`src/rtl/k_subset_sum_counter_unit_assert.svh`:
```
// ----------------------------------------------------------------------------
// k_subset_sum_counter_unit_assert.svh
// Assertion macros shared by the k-subset sum counter modules.
// ----------------------------------------------------------------------------
`ifndef K_SUBSET_SUM_COUNTER_UNIT_ASSERT_SVH
`define K_SUBSET_SUM_COUNTER_UNIT_ASSERT_SVH

// Same-cycle implication, checked out of reset
`define KSSC_ASSERT_IMP(label, ante, cons, msg) \
  label: assert property (@(posedge clk) disable iff (!rst_n) (ante) |-> (cons)) \
    else $error(msg);

// Next-cycle implication, checked out of reset
`define KSSC_ASSERT_NXT(label, ante, cons, msg) \
  label: assert property (@(posedge clk) disable iff (!rst_n) (ante) |=> (cons)) \
    else $error(msg);

`endif

```
`src/rtl/kssc_pkg.sv`:
```
// ----------------------------------------------------------------------------
// kssc_pkg
// Shared widths, register indexes, sequencer states and control bundle of
// the k-subset sum counter.
// ----------------------------------------------------------------------------
package kssc_pkg;

  // Default table bounds
  localparam int MAX_K_DEF      = 8;
  localparam int MAX_TARGET_DEF = 255;

  // Field widths
  localparam int VALUE_W   = 16;
  localparam int PICK_W    = 4;
  localparam int GOAL_W    = 8;
  localparam int COUNT_W   = 32;
  localparam int CFG_W     = 8;
  localparam int CFG_IDX_W = 1;

  // Register indexes
  localparam logic [CFG_IDX_W-1:0] REG_PICK_COUNT = 1'd0;
  localparam logic [CFG_IDX_W-1:0] REG_GOAL_SUM   = 1'd1;

  // Sequencer states
  typedef enum logic [2:0] {
    ST_CLEAR,
    ST_IDLE,
    ST_START,
    ST_SWEEP,
    ST_DRAIN,
    ST_FINISH,
    ST_RDWAIT,
    ST_RESULT
  } kssc_state_t;

  // Controls from the sequencer to the update stage
  typedef struct packed {
    logic upd_issue;  // read pair issued this cycle, write back next cycle
    logic clr_wr;     // clearing write at the sequencer address
    logic clr_one;    // clearing write stores one instead of zero
    logic sat_clr;    // drop the sticky saturation flag
  } kssc_wr_ctl_t;

endpackage

```
`src/rtl/kssc_upd.sv`:
```
// ----------------------------------------------------------------------------
// kssc_upd
// Write-back stage: saturating add of the two table reads, clearing writes
// and the sticky saturation flag.
// ----------------------------------------------------------------------------
`include "k_subset_sum_counter_unit_assert.svh"

module kssc_upd #(
  parameter int AW = 12
) (
  input  logic                       clk,
  input  logic                       rst_n,
  input  kssc_pkg::kssc_wr_ctl_t     ctl,
  input  logic [AW-1:0]              addr_in,
  input  logic [kssc_pkg::COUNT_W-1:0] rdata_a,
  input  logic [kssc_pkg::COUNT_W-1:0] rdata_b,
  output logic                       we,
  output logic [AW-1:0]              waddr,
  output logic [kssc_pkg::COUNT_W-1:0] wdata,
  output logic                       sat_flag
);

  logic                          p1_vld_r;
  logic [AW-1:0]                 p1_addr_r;
  logic                          sat_r;
  logic                          sat_nxt;
  logic [kssc_pkg::COUNT_W:0]    sum;
  logic                          carry;
  logic [kssc_pkg::COUNT_W-1:0]  sum_sat;

  // Track the entry whose reads are in flight
  always_ff @(posedge clk) begin
    if (!rst_n) begin
      p1_vld_r <= 1'b0;
    end else begin
      p1_vld_r <= ctl.upd_issue;
    end
  end

  always_ff @(posedge clk) begin
    p1_addr_r <= addr_in;
  end

  // Saturating add
  assign sum     = {1'b0, rdata_a} + {1'b0, rdata_b};
  assign carry   = sum[kssc_pkg::COUNT_W];
  assign sum_sat = carry ? '1 : sum[kssc_pkg::COUNT_W-1:0];

  // Select the write: clearing pass or update write-back
  always_comb begin
    we    = 1'b0;
    waddr = p1_addr_r;
    wdata = sum_sat;
    if (ctl.clr_wr) begin
      we    = 1'b1;
      waddr = addr_in;
      wdata = kssc_pkg::COUNT_W'(ctl.clr_one);
    end else if (p1_vld_r) begin
      we    = 1'b1;
    end
  end

  // Sticky saturation flag
  always_comb begin
    sat_nxt = sat_r;
    if (ctl.sat_clr) begin
      sat_nxt = 1'b0;
    end else if (p1_vld_r && carry) begin
      sat_nxt = 1'b1;
    end
  end

  always_ff @(posedge clk) begin
    if (!rst_n) begin
      sat_r <= 1'b0;
    end else begin
      sat_r <= sat_nxt;
    end
  end

  assign sat_flag = sat_r;

  `KSSC_ASSERT_IMP(a_no_wr_clash, ctl.clr_wr, !p1_vld_r, "clear write collides with update")
  `KSSC_ASSERT_NXT(a_sat_sets, p1_vld_r && carry && !ctl.sat_clr, sat_r, "saturation missed")
  `KSSC_ASSERT_IMP(a_sat_cause, $rose(sat_r), $past(p1_vld_r && carry), "flag set without cause")

endmodule

```
`config.mk`:
```
export PLATFORM = sky130hd
export DESIGN_NAME = kssc_upd
export DESIGN_NICKNAME = d
export VERILOG_FILES = /design/src/rtl/kssc_pkg.sv /design/src/rtl/kssc_upd.sv
export VERILOG_INCLUDE_DIRS = /design/src /design/src/rtl
export SDC_FILE = /design/constraint.sdc
export NUM_CORES = 1
export LEC_CHECK = 0
export ABC_AREA = 0
export BUFFER_PORTS_ARGS = -buffer_cell sky130_fd_sc_hd__buf_2
export CAP_MARGIN = 20
export CORE_ASPECT_RATIO = 0.5
export CORE_MARGIN = 1.5
export CORE_UTILIZATION = 51
export DETAILED_ROUTE_END_ITERATION = 10
export PLACE_DENSITY = 0.9
export SYNTH_ARGS = -nofsm -noshare
export SYNTH_HDL_FRONTEND = slang
export SYNTH_SLANG_ARGS = --single-unit
```
`constraint.sdc`:
```
create_clock -name clk -period 11.7 [get_ports clk]
set_clock_uncertainty 0.15 [all_clocks]
set_input_delay 2.34 -clock clk [delete_from_list [all_inputs] [get_ports clk]]
set_output_delay 2.34 -clock clk [all_outputs]
set_load 0.01 [all_outputs]
```
==> results of run 1 <==
==> path summary, 6_finish.rpt <==
check / from / to / slack [ps] / cells after the start
worst max register to register: p1_vld_r / sat_flag / 10900 / 2
worst min register to register: sat_flag / sat_flag / 400 / 2
worst max-delay path: rdata_a[0] / wdata[30] / 3760 / 12
worst min-delay path: sat_flag / sat_flag / 400 / 2
==> metal layers <==
layer | global-route usage | part of all wire | up-vias
met3 | 0.02667 | 0.069 | 8
met5 | 0 | 0 | -
met4 | 0.05479 | 0.0082 | 0
li1 | - | - | 1464
met2 | 0.4722 | 0.48 | 103
met1 | 0.3222 | 0.44 | 1342
==> stage by stage <==
| stage | cells | hold slack, ps | instance area [µm²] | power [W] | worst slack [ps] |
|---|---|---|---|---|---|
| detailed placement | 504 | 407.1 | 3099 | 0.0002141 | 3814 |
| global route | 508 | 430.6 | 3154 | 0.0002813 | 3463 |
| global placement | 504 | 378.4 | 3099 | 0.0002110 | 3962 |
| finish | 508 | 403.2 | 3154 | 0.0002607 | 3760 |
| floorplan | 331 | 340.2 | 2491 | 0.0001679 | 4565 |
| CTS | 508 | 417.9 | 3154 | 0.0002603 | 3795 |
==> cell families after synthesis <==
| kind of cell | after synthesis |
|---|---|
| simple gates | 81 |
| buf+inv | 27 |
| xor+xnor | 27 |
| flops | 14 |
| fa+ha+maj | 33 |
| mux | 12 |
| compound gates | 137 |
==> placed cells by master (no fill, tap or decap), types with 2 or more instances in the layout <==
cell	n
sky130_fd_sc_hd__nand2b_1	2
sky130_fd_sc_hd__nand2_1	22
sky130_fd_sc_hd__o21ai_0	15
sky130_fd_sc_hd__nor3_1	3
sky130_fd_sc_hd__a31oi_1	4
sky130_fd_sc_hd__nand4_1	7
sky130_fd_sc_hd__mux2_2	12
sky130_fd_sc_hd__buf_2	127
sky130_fd_sc_hd__o21bai_1	2
sky130_fd_sc_hd__nor2_1	16
sky130_fd_sc_hd__and2_1	4
sky130_fd_sc_hd__xor2_1	14
sky130_fd_sc_hd__o211ai_1	3
sky130_fd_sc_hd__nand3_1	7
sky130_fd_sc_hd__a21oi_1	58
sky130_fd_sc_hd__inv_1	7
sky130_fd_sc_hd__a21o_1	18
sky130_fd_sc_hd__nor2b_1	8
sky130_fd_sc_hd__a21oi_2	2
sky130_fd_sc_hd__dfxtp_1	14
sky130_fd_sc_hd__o21ai_1	2
sky130_fd_sc_hd__xnor2_1	13
sky130_fd_sc_hd__ha_1	32
sky130_fd_sc_hd__clkbuf_8	4
sky130_fd_sc_hd__and4_1	2
sky130_fd_sc_hd__or4_1	3
sky130_fd_sc_hd__or3_1	2
sky130_fd_sc_hd__o21a_1	10
sky130_fd_sc_hd__a211oi_1	12
==> area by class of cell <==
class | instances | area (µm²) | area share
sequential | 14 | 280.3 | 0.08885
timing repair buffer | 127 | 635.6 | 0.2015
inverter | 7 | 26.28 | 0.008330
tap | 66 | 82.58 | 0.02618
clock buffer | 4 | 55.05 | 0.01745
multi-input combinational | 290 | 2074 | 0.6577
==> critical path, cell delays in order <==
cell	delay (ps)
sky130_fd_sc_hd__buf_2	100
sky130_fd_sc_hd__ha_1	230
sky130_fd_sc_hd__fa_1	430
sky130_fd_sc_hd__a211oi_1	340
sky130_fd_sc_hd__o211ai_1	140
sky130_fd_sc_hd__nand3_1	140
sky130_fd_sc_hd__a211oi_1	110
sky130_fd_sc_hd__o21ai_1	160
sky130_fd_sc_hd__and2_1	870
sky130_fd_sc_hd__o2111ai_1	210
sky130_fd_sc_hd__and4_1	240
sky130_fd_sc_hd__buf_2	130
==> power by group <==
group          internal, W   total, W  switching, W
Sequential       0.0000502  0.0000509   0.000000684
Clock            0.0000297  0.0000448     0.0000151
Combinational    0.0000733   0.000165     0.0000917
==> flip-flops by register name, indices dropped and copies added, names as in the netlist <==
register,count
p1_vld_r,1
sat_flag,1
p1_addr_r,12
==> impl_metrics.py, run 1 <==
metrics = {
    "outcome": {
        "run_status": "complete, no violations",
    },
    "clock_network": {
        "clockRootBuffer": "sky130_fd_sc_hd__clkbuf_8",
        "cts_tree": "done",
        "path_clk_slew_ps": 50,
        "postCtsSetupBuffers": 0,
        "htree_levels": 1,
        "clkSinkCount": 14,
        "numCtsBuffers": 3,
        "cts-resized-gates": 0,
        "max-clock-path-buffers": 2,
        "postCtsHoldBufs": 0,
        "worstSkewPairLatency_ps": 240,
    },
    "pwr": {
        "power.density_cell_area_mw_per_mm2": 82.64,
        "p_leak_nw": 1.593,
        "maximum_vdd_ir_drop_mv": 0.08015,
    },
    "grt": {
        "global_route_wire_length_before_repair_um": 11110,
        "grt_start_max_net_pins": 43,
        "antenna_violations_before_repair": 0,
        "globalRouteTotalUtil": 0.2544,
        "vias_in_the_first_global_route": 2580,
        "global_route.overflow_total": 0,
    },
    "layout": {
        "fill_cells": 439,
        "synthToLayoutAreaGrowth_pct": 26.62,
        "finish.utilization": 0.6930,
        "n_antenna_cell": 0,
        "post_route_cells_drive_above_1_share": 0.3371,
        "final_net_count": 558,
    },
    "synth": {
        "synth.mux.area_fraction": 0.05424,
        "synthesis.area_mm2": 0.002491,
        "synth.ff_latch_count": 14,
        "sequential_fraction_of_the_synthesis_area": 0.1125,
        "synth-simple-area-share": 0.1668,
        "syn_area_per_cell_um2": 7.526,
        "synth_top_area_share": 0.1607,
        "synth.largest_area_cell": "sky130_fd_sc_hd__ha_1",
        "post_synth_main_area_contributors": "sky130_fd_sc_hd__ha_1, sky130_fd_sc_hd__a21oi_1, sky130_fd_sc_hd__dfxtp_1",
        "combinational_family_with_the_most_area_after_synthesis": "compound AO/OA/AOI/OAI gates",
        "post_synthesis_net_count": 446,
        "syn-instance-count": 331,
        "synth.cells.most_frequent": "sky130_fd_sc_hd__a21oi_1, sky130_fd_sc_hd__ha_1, sky130_fd_sc_hd__nand2_1",
        "synth_fa_ha_area_frac": 0.1688,
        "synth_cell_types": 48,
        "synth-edff-count": 0,
        "yosys_warnings": 0,
        "post-synth-top-count-cell": "sky130_fd_sc_hd__a21oi_1",
        "postSynth.asyncResetShare": 0,
        "synth_compound_area_frac": 0.3481,
        "post_synth_xor_area_fraction": 0.09493,
        "yosys_most_used_dff": "sky130_fd_sc_hd__dfxtp_1",
    },
    "floorplanning": {
        "die_area_mm2": 0.005338,
        "row_count": 17,
        "fp.coreArea_mm2": 0.004552,
        "vertical_extent_of_the_die_um": 52.42,
        "io_pins": 128,
        "start_util": 0.5473,
        "fp.dieW_um": 101.8,
    },
    "timing": {
        "worst-slew-pin-transition_ps": 1079,
        "tns_ps": 0,
        "final-setup-viol-count": 0,
        "report.final.hold_viol_count": 0,
        "post-route-period-util": 0.6787,
        "slew-limit-headroom": 0.2805,
        "finalCriticalPeriod_ps": 7940,
        "rsz0062_at_grt": "false",
        "maxSlewViolCount": 0,
        "fmax_ghz": 0.1259,
    },
    "flow_run": {
        "max_cap_violations": 0,
    },
    "worst_setup_path": {
        "cp.required_ps": 9210,
        "worst_setup_path_end_kind": "output port",
        "timing.critical_path.fanout_max": 29,
        "critical_path_class": "input pin to output port",
        "worstSetupStartpointType": "input pin",
        "worst-endpoint-arrival_ps": 5450,
    },
    "placed_design": {
        "dp_hpwl_um": 5525,
        "finalWeightedCongestion": 0.8308,
        "port-buffer-count": 127,
    },
    "route": {
        "drt_wl_total_um": 6860,
        "routed-via-count": 2917,
        "wl_per_cell_um": 13.50,
        "detail_route.drc_violations": 0,
        "drtAntennaViolNets": 0,
        "detail_route.vias_per_cell": 5.742,
        "drt_first_pass_iters": 4,
        "first_iteration_detailed_routing_drc_count": 139,
    },
    "min_path": {
        "holdCritPathClass": "register to register",
    },
}
Note: power is estimated with default switching activity, not from simulation.
==> run 2, diff against run 1 <==
CORE_UTILIZATION = 42   (was 51)
PLACE_DENSITY = 0.79   (was 0.9)
clock period = 6.6 ns   (was 11.7 ns; I/O delays follow)
==> run 2 against run 1 <==
  * The run now ends with DRC left
  * First-iteration DRC count increased by 5.0%
  * Clock power increased to 2.8 times the previous value
  * Sequential power increased by 78%
  * Cell area increased by 1.6%
  * Critical endpoint is now wdata[24]
  * Largest cell class unchanged
==> impl_metrics.py, run 2 (synthesis gave the netlist of run 1 again) <==
metrics = {
    "outcome": {
        "run_status": "finished, violations left",
        "violations": "DRC",
    },
    "grt": {
        "global_route_wire_length_before_repair_um": 10850,
        "grt_start_max_net_pins": 43,
        "vias_in_the_first_global_route": 2461,
        "antenna_violations_before_repair": 0,
        "global_route.overflow_total": 0,
        "globalRouteTotalUtil": 0.2000,
    },
    "placed_design": {
        "dp_hpwl_um": 5390,
        "finalWeightedCongestion": 0.8144,
        "placement.cell_area_mm2": 0.003115,
        "port-buffer-count": 127,
    },
    "floorplanning": {
        "die_area_mm2": 0.006431,
        "io_pins": 128,
        "fp.coreArea_mm2": 0.005610,
        "fp.dieW_um": 111.9,
        "row_count": 19,
        "vertical_extent_of_the_die_um": 57.46,
        "start_util": 0.4440,
    },
    "layout": {
        "layout_commonest_cell": "sky130_fd_sc_hd__buf_2",
        "final_net_count": 559,
        "multi_input_comb_area_mm2": 0.002074,
        "fill_cells": 545,
        "n_antenna_cell": 0,
        "synthToLayoutAreaGrowth_pct": 28.63,
        "finish.utilization": 0.5711,
        "layout.cells.most_common_list": "sky130_fd_sc_hd__buf_2, sky130_fd_sc_hd__a21oi_1, sky130_fd_sc_hd__ha_1",
        "largest-register": "p1_addr_r",
        "largest_register_ffs": 12,
        "seq_area_um2": 280.3,
        "final_design_area_no_fill_mm2": 0.003204,
        "post_route_cells_drive_above_1_share": 0.3386,
    },
    "worst_setup_path": {
        "worst-endpoint-arrival_ps": 4120,
        "r2r_cells": 2,
        "timing.critical_path.fanout_max": 19,
        "cp.required_ps": 5130,
        "critical-path-top-delay-family": "compound AO/OA/AOI/OAI gates",
        "slowest_delay_ps": 610,
        "worst_path_max_delay_cell": "sky130_fd_sc_hd__and2_1",
        "critical_path_buf_inv_count": 3,
        "worstPathCellList": "buf_2 > ha_1 > fa_1 > a211oi_1 > o211ai_1 > nand3_1 > a211oi_1 > o21ai_1 > and2_1 > buf_4 > a21oi_1 > buf_2",
        "worstSetupStartpointType": "input pin",
        "worst_setup_path_end_kind": "output port",
        "cp.depth": 12,
        "critical_path_class": "input pin to output port",
    },
    "route": {
        "detail_route.drc_violations": 7,
        "drt_first_pass_iters": 7,
        "wl_per_cell_um": 12.85,
        "drt_wl_total_um": 6630,
        "first_iteration_detailed_routing_drc_count": 146,
        "detail_route.vias_per_cell": 5.459,
        "routed-via-count": 2817,
        "drtAntennaViolNets": 0,
    },
    "timing": {
        "worst-slew-pin-transition_ps": 816.0,
        "maxSlewViolCount": 0,
        "finalCriticalPeriod_ps": 5589,
        "rsz0062_at_grt": "false",
        "final-setup-viol-count": 0,
        "worst_hold_slack_ps": 378.7,
        "fmax_ghz": 0.1789,
        "tns_ps": 0,
        "post-route-period-util": 0.8468,
        "slew-limit-headroom": 0.4560,
        "report.final.hold_viol_count": 0,
    },
    "min_path": {
        "worst_hold_path.num_cells": 2,
        "holdCritPathClass": "register to register",
    },
    "clock_network": {
        "cts_tree": "done",
        "postCtsSetupBuffers": 0,
        "cts-resized-gates": 0,
        "worstSkewPairLatency_ps": 240,
        "path_clk_slew_ps": 40,
        "max-clock-path-buffers": 2,
        "postCtsHoldBufs": 0,
        "htree_levels": 1,
        "clkSinkCount": 14,
        "clockRootBuffer": "sky130_fd_sc_hd__clkbuf_16",
        "numCtsBuffers": 3,
    },
    "pwr": {
        "power.total_w": 0.0005052,
        "p_leak_nw": 1.614,
        "power.density_cell_area_mw_per_mm2": 157.7,
        "maximum_vdd_ir_drop_mv": 0.1632,
    },
    "flow_run": {
        "max_cap_violations": 0,
    },
}
[run 2: changes by cell type in the layout (fill, tap and decap cells not counted), sizes merged]
cell / before / now
buf: 127 / 128
[run 2: final timing paths]
path	slack, ps	to	start
worst max-delay path	1010	wdata[24]	rdata_a[0]
worst min-delay path	380	sat_flag	p1_vld_r
worst max register to register	5840	sat_flag	p1_vld_r
worst min register to register	380	sat_flag	p1_vld_r
[run 2: worst reg2reg max path, stage by stage, from the launching register on]
cell and delay [ps]:
sky130_fd_sc_hd__dfxtp_1 310, sky130_fd_sc_hd__a21oi_1 60, sky130_fd_sc_hd__nor3b_1 160
[run 2: metrics by stage]
stage          setup WS (ps)  cells
2_1_floorplan           1505    331
4_1_cts                 1025    516
6_report                1011    516
3_5_place_dp            1029    512
5_1_grt                748.5    516
3_3_place_gp            1125    512
[run 2: area by class of cell]
| cell class | instances | area share |
|---|---|---|
| sequential | 14 | 0.08747 |
| tap | 73 | 0.02850 |
| timing repair buffer | 128 | 0.2007 |
| multi-input combinational | 290 | 0.6474 |
| clock buffer | 4 | 0.02772 |
| inverter | 7 | 0.008200 |
[run 2: where the power goes]
group	leakage (nW)	internal (W)	total, W	switching (W)
combinational	1.45	0.000131	0.000291	0.000160
sequential	0.118	0.0000892	0.0000904	0.00000113
clock	0.0442	0.0000915	0.000124	0.0000326
total	1.61	0.000312	0.000505	0.000194
[run 2: routing by layer]
layer / routed length [µm] / part of all wire / vias to the layer above / GRT usage
li1: - / - / 1464 / -
met1: 3214 / 0.48 / 1276 / 0.2760
met2: 3007 / 0.45 / 72 / 0.3377
met3: 371 / 0.056 / 5 / 0.03188
met4: 36 / 0.0054 / 0 / 0.03663
met5: 0 / 0 / - / 0
