## config.mk

```make
export PLATFORM = sky130hd
export DESIGN_NAME = kssc_ctrl
export DESIGN_NICKNAME = d
export VERILOG_FILES = /design/src/rtl/kssc_pkg.sv /design/src/rtl/kssc_ctrl.sv
export VERILOG_INCLUDE_DIRS = /design/src /design/src/rtl
export SDC_FILE = /design/constraint.sdc
export NUM_CORES = 1
export LEC_CHECK = 0
export CAP_MARGIN = 40
export CORE_ASPECT_RATIO = 0.75
export CORE_MARGIN = 4
export CORE_UTILIZATION = 30
export DETAILED_ROUTE_END_ITERATION = 10
export DONT_BUFFER_PORTS = 1
export PLACE_DENSITY_LB_ADDON = 0.25
export SLEW_MARGIN = 20
export SYNTH_ARGS = -nofsm -noshare
export SYNTH_HDL_FRONTEND = slang
export SYNTH_SLANG_ARGS = --single-unit
```

## constraint.sdc

```tcl
create_clock -name clk -period 3.2 [get_ports clk]
set_clock_uncertainty 0.15 [all_clocks]
set_input_delay 0.64 -clock clk [delete_from_list [all_inputs] [get_ports clk]]
set_output_delay 0.64 -clock clk [all_outputs]
set_load 0.05 [all_outputs]
```

## src/rtl/k_subset_sum_counter_unit_assert.svh

```systemverilog
// ----------------------------------------------------------------------------
// k_subset_sum_counter_unit_assert.svh
// Assertion macros shared by the k-subset sum counter modules.
// ----------------------------------------------------------------------------
`ifndef K_SUBSET_SUM_COUNTER_UNIT_ASSERT_SVH
`define K_SUBSET_SUM_COUNTER_UNIT_ASSERT_SVH

// Same-cycle implication, checked out of reset
`define KSSC_ASSERT_IMP(label, ante, cons, msg) \
  label: assert property (@(posedge clk) disable iff (!rst_n) (ante) |-> (cons)) \
    else $error(msg);

// Next-cycle implication, checked out of reset
`define KSSC_ASSERT_NXT(label, ante, cons, msg) \
  label: assert property (@(posedge clk) disable iff (!rst_n) (ante) |=> (cons)) \
    else $error(msg);

`endif

```

## src/rtl/kssc_pkg.sv

```systemverilog
// ----------------------------------------------------------------------------
// kssc_pkg
// Shared widths, register indexes, sequencer states and control bundle of
// the k-subset sum counter.
// ----------------------------------------------------------------------------
package kssc_pkg;

  // Default table bounds
  localparam int MAX_K_DEF      = 8;
  localparam int MAX_TARGET_DEF = 255;

  // Field widths
  localparam int VALUE_W   = 16;
  localparam int PICK_W    = 4;
  localparam int GOAL_W    = 8;
  localparam int COUNT_W   = 32;
  localparam int CFG_W     = 8;
  localparam int CFG_IDX_W = 1;

  // Register indexes
  localparam logic [CFG_IDX_W-1:0] REG_PICK_COUNT = 1'd0;
  localparam logic [CFG_IDX_W-1:0] REG_GOAL_SUM   = 1'd1;

  // Sequencer states
  typedef enum logic [2:0] {
    ST_CLEAR,
    ST_IDLE,
    ST_START,
    ST_SWEEP,
    ST_DRAIN,
    ST_FINISH,
    ST_RDWAIT,
    ST_RESULT
  } kssc_state_t;

  // Controls from the sequencer to the update stage
  typedef struct packed {
    logic upd_issue;  // read pair issued this cycle, write back next cycle
    logic clr_wr;     // clearing write at the sequencer address
    logic clr_one;    // clearing write stores one instead of zero
    logic sat_clr;    // drop the sticky saturation flag
  } kssc_wr_ctl_t;

endpackage

```

## src/rtl/kssc_ctrl.sv

```systemverilog
// ----------------------------------------------------------------------------
// kssc_ctrl
// Sequencer: takes one word, clears the table before a first word, sweeps it
// by descending element count and partial sum, reads the result on a last word.
// ----------------------------------------------------------------------------
`include "k_subset_sum_counter_unit_assert.svh"

module kssc_ctrl #(
  parameter int MAX_K      = kssc_pkg::MAX_K_DEF,
  parameter int MAX_TARGET = kssc_pkg::MAX_TARGET_DEF,
  parameter int AW         = 12
) (
  input  logic                          clk,
  input  logic                          rst_n,
  input  logic                          in_valid,
  output logic                          in_ready,
  input  logic [kssc_pkg::VALUE_W-1:0]  in_value,
  input  logic                          in_first,
  input  logic                          in_last,
  input  logic [kssc_pkg::PICK_W-1:0]   pick_count,
  input  logic [kssc_pkg::GOAL_W-1:0]   goal_sum,
  input  logic                          out_free,
  output logic                          re_a,
  output logic [AW-1:0]                 addr_a,
  output logic                          re_b,
  output logic [AW-1:0]                 addr_b,
  output kssc_pkg::kssc_wr_ctl_t        wr_ctl,
  output logic                          res_ld,
  output logic                          res_fits
);

  localparam int COLS  = MAX_TARGET + 1;
  localparam int DEPTH = (MAX_K + 1) * COLS;
  localparam int JW    = $clog2(MAX_K + 1);
  localparam int SW    = $clog2(COLS);

  kssc_pkg::kssc_state_t state_r, state_nxt;

  logic [kssc_pkg::VALUE_W-1:0] val_r;
  logic                         first_r;
  logic                         last_r;
  logic                         busy_r, busy_nxt;
  logic [JW-1:0]                j_r, j_nxt;
  logic [SW-1:0]                s_r, s_nxt;
  logic [AW-1:0]                clr_cnt_r, clr_cnt_nxt;

  logic                         fits;
  logic                         do_upd;
  logic                         row_end;
  logic                         clr_end;
  logic [JW-1:0]                pick_j;
  logic [SW-1:0]                goal_s;
  logic [SW-1:0]                v_s;
  logic [AW-1:0]                sweep_a;
  logic [AW-1:0]                sweep_b;
  logic [AW-1:0]                res_addr;

  // Decode the registers and the held word
  assign fits    = (32'(pick_count) <= 32'(MAX_K)) && (32'(goal_sum) <= 32'(MAX_TARGET));
  assign do_upd  = fits && (32'(val_r) <= 32'(goal_sum)) && (pick_count != '0);
  assign pick_j  = JW'(32'(pick_count));
  assign goal_s  = SW'(32'(goal_sum));
  assign v_s     = SW'(val_r);
  assign row_end = (s_r == v_s);
  assign clr_end = (32'(clr_cnt_r) == DEPTH - 1);

  // Table addresses: row is element count, column is partial sum
  assign sweep_a  = AW'(32'(j_r) * COLS + 32'(s_r));
  assign sweep_b  = AW'(32'(j_r - JW'(1)) * COLS + 32'(s_r - v_s));
  assign res_addr = fits ? AW'(32'(pick_count) * COLS + 32'(goal_sum)) : '0;
  assign res_fits = fits;

  // Next state
  always_comb begin
    state_nxt = state_r;
    case (state_r)
      kssc_pkg::ST_CLEAR: begin
        if (clr_end) begin
          state_nxt = busy_r ? kssc_pkg::ST_START : kssc_pkg::ST_IDLE;
        end
      end
      kssc_pkg::ST_IDLE: begin
        if (in_valid) begin
          state_nxt = in_first ? kssc_pkg::ST_CLEAR : kssc_pkg::ST_START;
        end
      end
      kssc_pkg::ST_START: begin
        state_nxt = do_upd ? kssc_pkg::ST_SWEEP : kssc_pkg::ST_FINISH;
      end
      kssc_pkg::ST_SWEEP: begin
        if (row_end && (j_r == JW'(1))) begin
          state_nxt = kssc_pkg::ST_DRAIN;
        end
      end
      kssc_pkg::ST_DRAIN:  state_nxt = kssc_pkg::ST_FINISH;
      kssc_pkg::ST_FINISH: state_nxt = last_r ? kssc_pkg::ST_RDWAIT : kssc_pkg::ST_IDLE;
      kssc_pkg::ST_RDWAIT: state_nxt = kssc_pkg::ST_RESULT;
      kssc_pkg::ST_RESULT: begin
        if (out_free) begin
          state_nxt = kssc_pkg::ST_IDLE;
        end
      end
      default: state_nxt = kssc_pkg::ST_CLEAR;
    endcase
  end

  // State outputs
  always_comb begin
    in_ready = 1'b0;
    re_a     = 1'b0;
    re_b     = 1'b0;
    addr_a   = sweep_a;
    addr_b   = sweep_b;
    wr_ctl   = '0;
    res_ld   = 1'b0;
    case (state_r)
      kssc_pkg::ST_CLEAR: begin
        addr_a         = clr_cnt_r;
        wr_ctl.clr_wr  = 1'b1;
        wr_ctl.clr_one = (clr_cnt_r == '0);
        wr_ctl.sat_clr = 1'b1;
      end
      kssc_pkg::ST_IDLE: begin
        in_ready = 1'b1;
      end
      kssc_pkg::ST_SWEEP: begin
        re_a             = 1'b1;
        re_b             = 1'b1;
        wr_ctl.upd_issue = 1'b1;
      end
      kssc_pkg::ST_FINISH: begin
        addr_a = res_addr;
        re_a   = last_r;
      end
      kssc_pkg::ST_RESULT: begin
        res_ld = out_free;
      end
      default: begin
        in_ready = 1'b0;
      end
    endcase
  end

  // Counters and word hold
  always_comb begin
    j_nxt       = j_r;
    s_nxt       = s_r;
    clr_cnt_nxt = clr_cnt_r;
    busy_nxt    = busy_r;
    case (state_r)
      kssc_pkg::ST_CLEAR: begin
        clr_cnt_nxt = clr_end ? '0 : clr_cnt_r + AW'(1);
      end
      kssc_pkg::ST_IDLE: begin
        busy_nxt = in_valid;
      end
      kssc_pkg::ST_START: begin
        j_nxt = pick_j;
        s_nxt = goal_s;
      end
      kssc_pkg::ST_SWEEP: begin
        if (row_end) begin
          j_nxt = j_r - JW'(1);
          s_nxt = goal_s;
        end else begin
          s_nxt = s_r - SW'(1);
        end
      end
      default: begin
        j_nxt = j_r;
      end
    endcase
  end

  always_ff @(posedge clk) begin
    if (!rst_n) begin
      state_r   <= kssc_pkg::ST_CLEAR;
      busy_r    <= 1'b0;
      clr_cnt_r <= '0;
      j_r       <= '0;
      s_r       <= '0;
    end else begin
      state_r   <= state_nxt;
      busy_r    <= busy_nxt;
      clr_cnt_r <= clr_cnt_nxt;
      j_r       <= j_nxt;
      s_r       <= s_nxt;
    end
  end

  // Hold the accepted word
  always_ff @(posedge clk) begin
    if (in_valid && in_ready) begin
      val_r   <= in_value;
      first_r <= in_first;
      last_r  <= in_last;
    end
  end

  `KSSC_ASSERT_IMP(a_sweep_range, state_r == kssc_pkg::ST_SWEEP, (j_r != '0) && (s_r >= v_s), "sweep index out of range")
  `KSSC_ASSERT_IMP(a_first_clears, (state_r == kssc_pkg::ST_START) && busy_r && first_r, $past(state_r) == kssc_pkg::ST_CLEAR, "first word skipped clearing")
  `KSSC_ASSERT_NXT(a_clr_wrap, (state_r == kssc_pkg::ST_CLEAR) && clr_end, clr_cnt_r == '0, "clear counter not rewound")

endmodule

```

==> flow_summary.toml, run 1 <==
[routing]
top_layer = "met4"
drcViolationCount = 0
firstDrtPassIters = 5
wl_per_cell_um = 15.72
routed_wl_um = 8661
routed_via_density = 5.082
ant_nets = 0
vias = 2800
met2_length_um = 3953
first_iter_violations = 153
m1WireLength_um = 4078
wl_met3_um = 565

[clock_network]
clk_pin_slew_ns = 0.06
htreeDepth = 2
hold_buffers = 0
cts.path.max_buffers = 2
clock_latency_ns = 0.29
cts_buffers = 5
clock-sinks = 45
cts_tree = "yes"
cts_root_buf = "clkbuf_16"

[timing]
hold_viol = 0
setup_viol = 3
final.min_clock_period_ns = 3.597
relSlewSlack = 0.5297
tightest_slew_ns = 0.7008
post-route-period-util = 1.124
holdWs_ns = 0.2947
fin_tns_setup_ns = -0.9312
timing.fmax_ghz = 0.2780
rsz0062_at_grt = "true"
slew_violations = 0
layout_setup_ws_ns = -0.3974

[place]
place_congestion = 0.8434
dpl_cell_area_mm2 = 0.003919
dp.cells = 541
io_buffer_count = 0
dp_hpwl_um = 7042

[worst_hold_path]
hold_class = "primary input to flip-flop"

[run_status]
status = "finished, violations left"
failed_checks = "setup timing"

[worst_setup_path]
critPathLaunchType = "flip-flop"
slowest_stage = "edfxtp_1"
worstPathArrival_ns = 2.81
crit_type = "flip-flop to output port"
crit_fanout = 4
path_cells = "ha_4, fa_2, nor2b_4, o21ai_2, a21oi_2, a211oi_4, ha_1, a21o_1, a21oi_2, xnor2_2, xnor2_4, buf_12"
required_ns = 2.41
critPathMaxStageDelay_ns = 0.42
endpoint_kind = "output port"
cp_common_cell = "a21oi_2"

[logic_synthesis]
synth.avg_cell_area_um2 = 8.673
syn_nets = 426
synth_area_leader_cell = "dfxtp_1"
ys_seq_area_frac = 0.3374
synth_area_leaders = "dfxtp_1, edfxtp_1, ha_1"
synthFlopType = "dfxtp_1"
netlist_instances = 366
syn_area_mm2 = 0.003174
yosys_warnings = 0
synthArstFlopShare = 0
synth_top_area_frac = 0.1766
synth-seq-cells = 45
yosys.cell_types.count = 65
synth_edf_count = 17

[final_layout]
diodes = 0
final_common_cell = "buf_4"
final_cells = 551
area_growth_pct = 29.17
utilization = 0.3985
fin_area_mm2 = 0.004100
layout_common_cells = "buf_4, inv_1, nand2_1"
final_nets = 474
drive_above_1_share = 0.2169

[die]
core_area_mm2 = 0.01029
die_area_mm2 = 0.01231
fp.dieH_um = 97.08
ios = 67
start_util = 0.3085
die_w_um = 126.8
fp-row-count = 32

[grt]
antenna_found_initial = 0
grt_start_max_net_pins = 19
grt_pass1_wl_um = 13800
grt_usage = 0.1404
grt_pass1_vias = 2751
overflow = 0

[power]
leakagePower_nw = 1.706
vdd_drop_max_mv = 0.1869
p_per_area_mw_per_mm2 = 291.2

[run]
cap_violations = 0
[through the flow]
| stage | setup slack (ns) | power, W |
|---|---|---|
| after floorplan | -0.1436 | 0.0006677 |
| after global placement | -0.1679 | 0.0006947 |
| after detailed placement | -0.1967 | 0.0006963 |
| after CTS | -0.4445 | 0.001215 |
| after global routing | -0.5087 | 0.001243 |
| final | -0.3974 | 0.001194 |
[sequential cells by signal, indices dropped and copies added (netlist names)]
signal and flops:
last_r 1, clr_cnt_r 12, s_r 8, j_r 4
state_r 3, busy_r 1, val_r 16
[timing repair]
action	in CTS	in global routing
pin swaps	7	3
setup buffers	1	0
resized for setup	2	5
endpoints found under the setup margin	4	17
[power breakdown]
group / switching, W / internal [W]
combinational: 0.0000466 / 0.0000338
clock: 0.000223 / 0.000287
sequential: 0.00000646 / 0.000596
total: 0.000276 / 0.000918
[metal layers]
layer | track usage | vias up
li1 | - | 1404
met1 | 0.1869 | 1316
met3 | 0.04341 | 5
met2 | 0.2232 | 75
met5 | 0 | -
met4 | 0.03298 | 0
[worst max-delay path, delay by kind of cell, from the launching register on]
family                     cells  cell delay (ns)
xor gates and xnor gates       2             0.32
buffers and inverters          1             0.15
adders and majority gates      3             0.84
DFF                            1             0.42
AOI/OAI and AO/OA              5             0.67
and+or+nand+nor                1             0.13
[final timing paths]
check | start | to | slack [ns] | cells after the start
worst max-delay path | val_r[0]$_DFFE_PP_ | addr_b[11] | -0.40 | 12
worst min-delay path | in_value[10] | val_r[10]$_DFFE_PP_ | 0.29 | 0
worst max register to register | val_r[3]$_DFFE_PP_ | s_r[2]$_SDFFE_PN0P_ | 0.86 | 8
worst min register to register | j_r[1]$_SDFFE_PN0P_ | j_r[1]$_SDFFE_PN0P_ | 0.38 | 2
[cell usage after synthesis (6+ instances only)]
cell       n
nor2_1    27
buf_4      6
edfxtp_1  17
a21oi_1   21
nand2_1   34
dfxtp_1   28
a222oi_1   8
inv_1     38
nor3_1     8
nor2b_1    8
o21ai_0   17
xor2_1     7
xnor2_1   12
nand4_1    9
ha_1      24
[cell families after synthesis]
kind of cell	after synthesis	share of synthesized area
compound gates	88	0.1951
buf+inv	54	0.07686
fa+ha+maj	26	0.1072
mux	3	0.009460
simple gates	131	0.2215
xor+xnor	19	0.05242
flops	45	0.3374
[area by class of cell]
type,count,area [um^2]
Fill cell,1019,6190
Multi-Input combinational cell,267,1964
Sequential cell,45,1071
Timing Repair Buffer,55,604.3
Tap cell,136,170.2
Inverter,40,151.4
Clock buffer,6,128.9
Clock inverter,2,10.01
No activity file was read; power rests on OpenSTA's default activity.
==> inputs of run 2 (changes only) <==
--- a/config.mk
+++ b/config.mk
@@ -7,12 +7,15 @@
 export NUM_CORES = 1
 export LEC_CHECK = 0
 export CAP_MARGIN = 40
+export CELL_PAD_IN_SITES_DETAIL_PLACEMENT = 1
+export CELL_PAD_IN_SITES_GLOBAL_PLACEMENT = 1
 export CORE_ASPECT_RATIO = 0.75
 export CORE_MARGIN = 4
 export CORE_UTILIZATION = 30
 export DETAILED_ROUTE_END_ITERATION = 10
 export DONT_BUFFER_PORTS = 1
 export PLACE_DENSITY_LB_ADDON = 0.25
+export REMOVE_ABC_BUFFERS = 1
 export SLEW_MARGIN = 20
 export SYNTH_ARGS = -nofsm -noshare
 export SYNTH_HDL_FRONTEND = slang
==> run 2 against run 1 <==
  * Combinational power up 3.9%
  * Sequential power hardly changed
  * Largest cell class unchanged
  * Worst setup slack got worse by 0.10 ns
  * Die area unchanged
  * The run still ends with setup timing left
  * Largest power group unchanged
==> flow_summary.toml, run 2 (synthesis results as in run 1) <==
[clock_network]
clk_pin_slew_ns = 0.07
clock_latency_ns = 0.30
cts.path.max_buffers = 2
htreeDepth = 2
cts_tree = "yes"
cts_root_buf = "clkbuf_16"
clock-sinks = 45
cts_buffers = 5

[final_layout]
multi_input_area_mm2 = 0.001966
diodes = 0
fin_area_mm2 = 0.004218
final_nets = 490
register_area_mm2 = 0.001071
fillers = 1175
drive_above_1_share = 0.2645
area_growth_pct = 32.87
top_register = "val_r"
layout_common_cells = "buf_4, inv_1, nand2_1"
reg.largest.list = "val_r x16, clr_cnt_r x12, s_r x8"
largest_register_ffs = 16
final_common_cell = "buf_4"

[run_status]
failed_checks = "setup timing"
status = "finished, violations left"

[worst_setup_path]
endpoint_kind = "output port"
crit_type = "flip-flop to output port"
critPathTopFamily = "adder cells"
required_ns = 2.41
critPathMaxStageDelay_ns = 0.41
path_cells = "ha_2, fa_2, nor2b_2, o21ai_2, a21oi_2, a211oi_2, buf_4, ha_1, a21oi_2, xnor2_2, xnor2_1, buf_4"
crit_fanout = 3
crit_buf_inv = 2
worstPathArrival_ns = 2.91
critPathLaunchType = "flip-flop"
slowest_stage = "edfxtp_1"

[timing]
relSlewSlack = 0.5913
tightest_slew_ns = 0.6045
timing.fmax_ghz = 0.2703
rsz0062_at_grt = "true"
holdWs_ns = 0.2791
layout_setup_ws_ns = -0.5000
final.min_clock_period_ns = 3.700
hold_viol = 0
fin_tns_setup_ns = -1.188
setup_viol = 3
slew_violations = 0
post-route-period-util = 1.156

[routing]
wl_per_cell_um = 18.02
vias = 3024
drcViolationCount = 0
ant_nets = 0
first_iter_violations = 226
routed_wl_um = 10220
routed_via_density = 5.333
firstDrtPassIters = 5

[place]
io_buffer_count = 0
dp_hpwl_um = 8131
place_congestion = 0.8469
dpl_cell_area_mm2 = 0.003882
dp_worst_setup_slack_ns = -0.5354

[power]
p_per_area_mw_per_mm2 = 295.4
vdd_drop_max_mv = 0.2240
leakagePower_nw = 1.769
power.total_w = 0.001246

[die]
fp.dieH_um = 97.08
fp-row-count = 32
start_util = 0.3085
die_w_um = 126.8
ios = 67
core_area_mm2 = 0.01029
die_area_mm2 = 0.01231

[run]
cap_violations = 0

[grt]
grt_pass1_vias = 3060
grt_start_max_net_pins = 19
overflow = 0
grt_pass1_wl_um = 16360
grt_usage = 0.1674
antenna_found_initial = 0

[worst_hold_path]
hold_class = "primary input to flip-flop"
[run 2: path summary, 6_finish.rpt]
check,slack (ns),end,depth (start not counted),from
worst max-delay path,-0.50,addr_b[11],12,val_r[0]$_DFFE_PP_
worst min-delay path,0.28,val_r[11]$_DFFE_PP_,0,in_value[11]
worst max register to register,0.77,s_r[7]$_SDFFE_PN0P_,7,state_r[2]$_SDFFE_PN0P_
worst min register to register,0.35,j_r[1]$_SDFFE_PN0P_,2,j_r[1]$_SDFFE_PN0P_
[run 2: worst reg2reg max path: stages (launching register included)]
cell      delay, ns
dfxtp_1        0.31
buf_4          0.19
nand3b_4       0.24
inv_2          0.47
o21ai_1        0.37
nor3_1         0.26
a21oi_1        0.07
o32ai_1        0.28
[run 2: per-layer routing]
layer	GRT usage	wire length (um)
met1	0.2348	4938
met5	0	0
met4	0.04534	135
met3	0.04176	687
met2	0.2561	4457
[run 2: layout make-up]
type	count	share of cell area
timing repair buffer	71	0.1673
inverter	40	0.03589
sequential	45	0.2539
clock buffer	5	0.02966
tap	136	0.04034
multi-input combinational	267	0.4660
clock inverter	3	0.006823
[run 2: repair_timing]
item,CTS,global route
pin swaps,7,13
hold buffers,0,0
setup endpoints to repair,6,6
hold endpoints to repair,0,0
gates resized for setup,11,18
setup buffers,3,4
[run 2: per-stage QoR]
| stage | std cells | utilization |
|---|---|---|
| 4_1_cts | 563 | 0.3981 |
| 3_5_place_dp | 552 | 0.3773 |
| 6_report | 567 | 0.4099 |
| 2_1_floorplan | 352 | - |
| 5_1_grt | 567 | 0.4099 |
| 3_3_place_gp | 552 | 0.3773 |
[run 2: where the power goes]
group | total, W | internal [W] | switching [W]
Sequential | 0.000602 | 0.000596 | 0.00000611
Clock | 0.000560 | 0.000301 | 0.000259
Combinational | 0.0000834 | 0.0000339 | 0.0000496
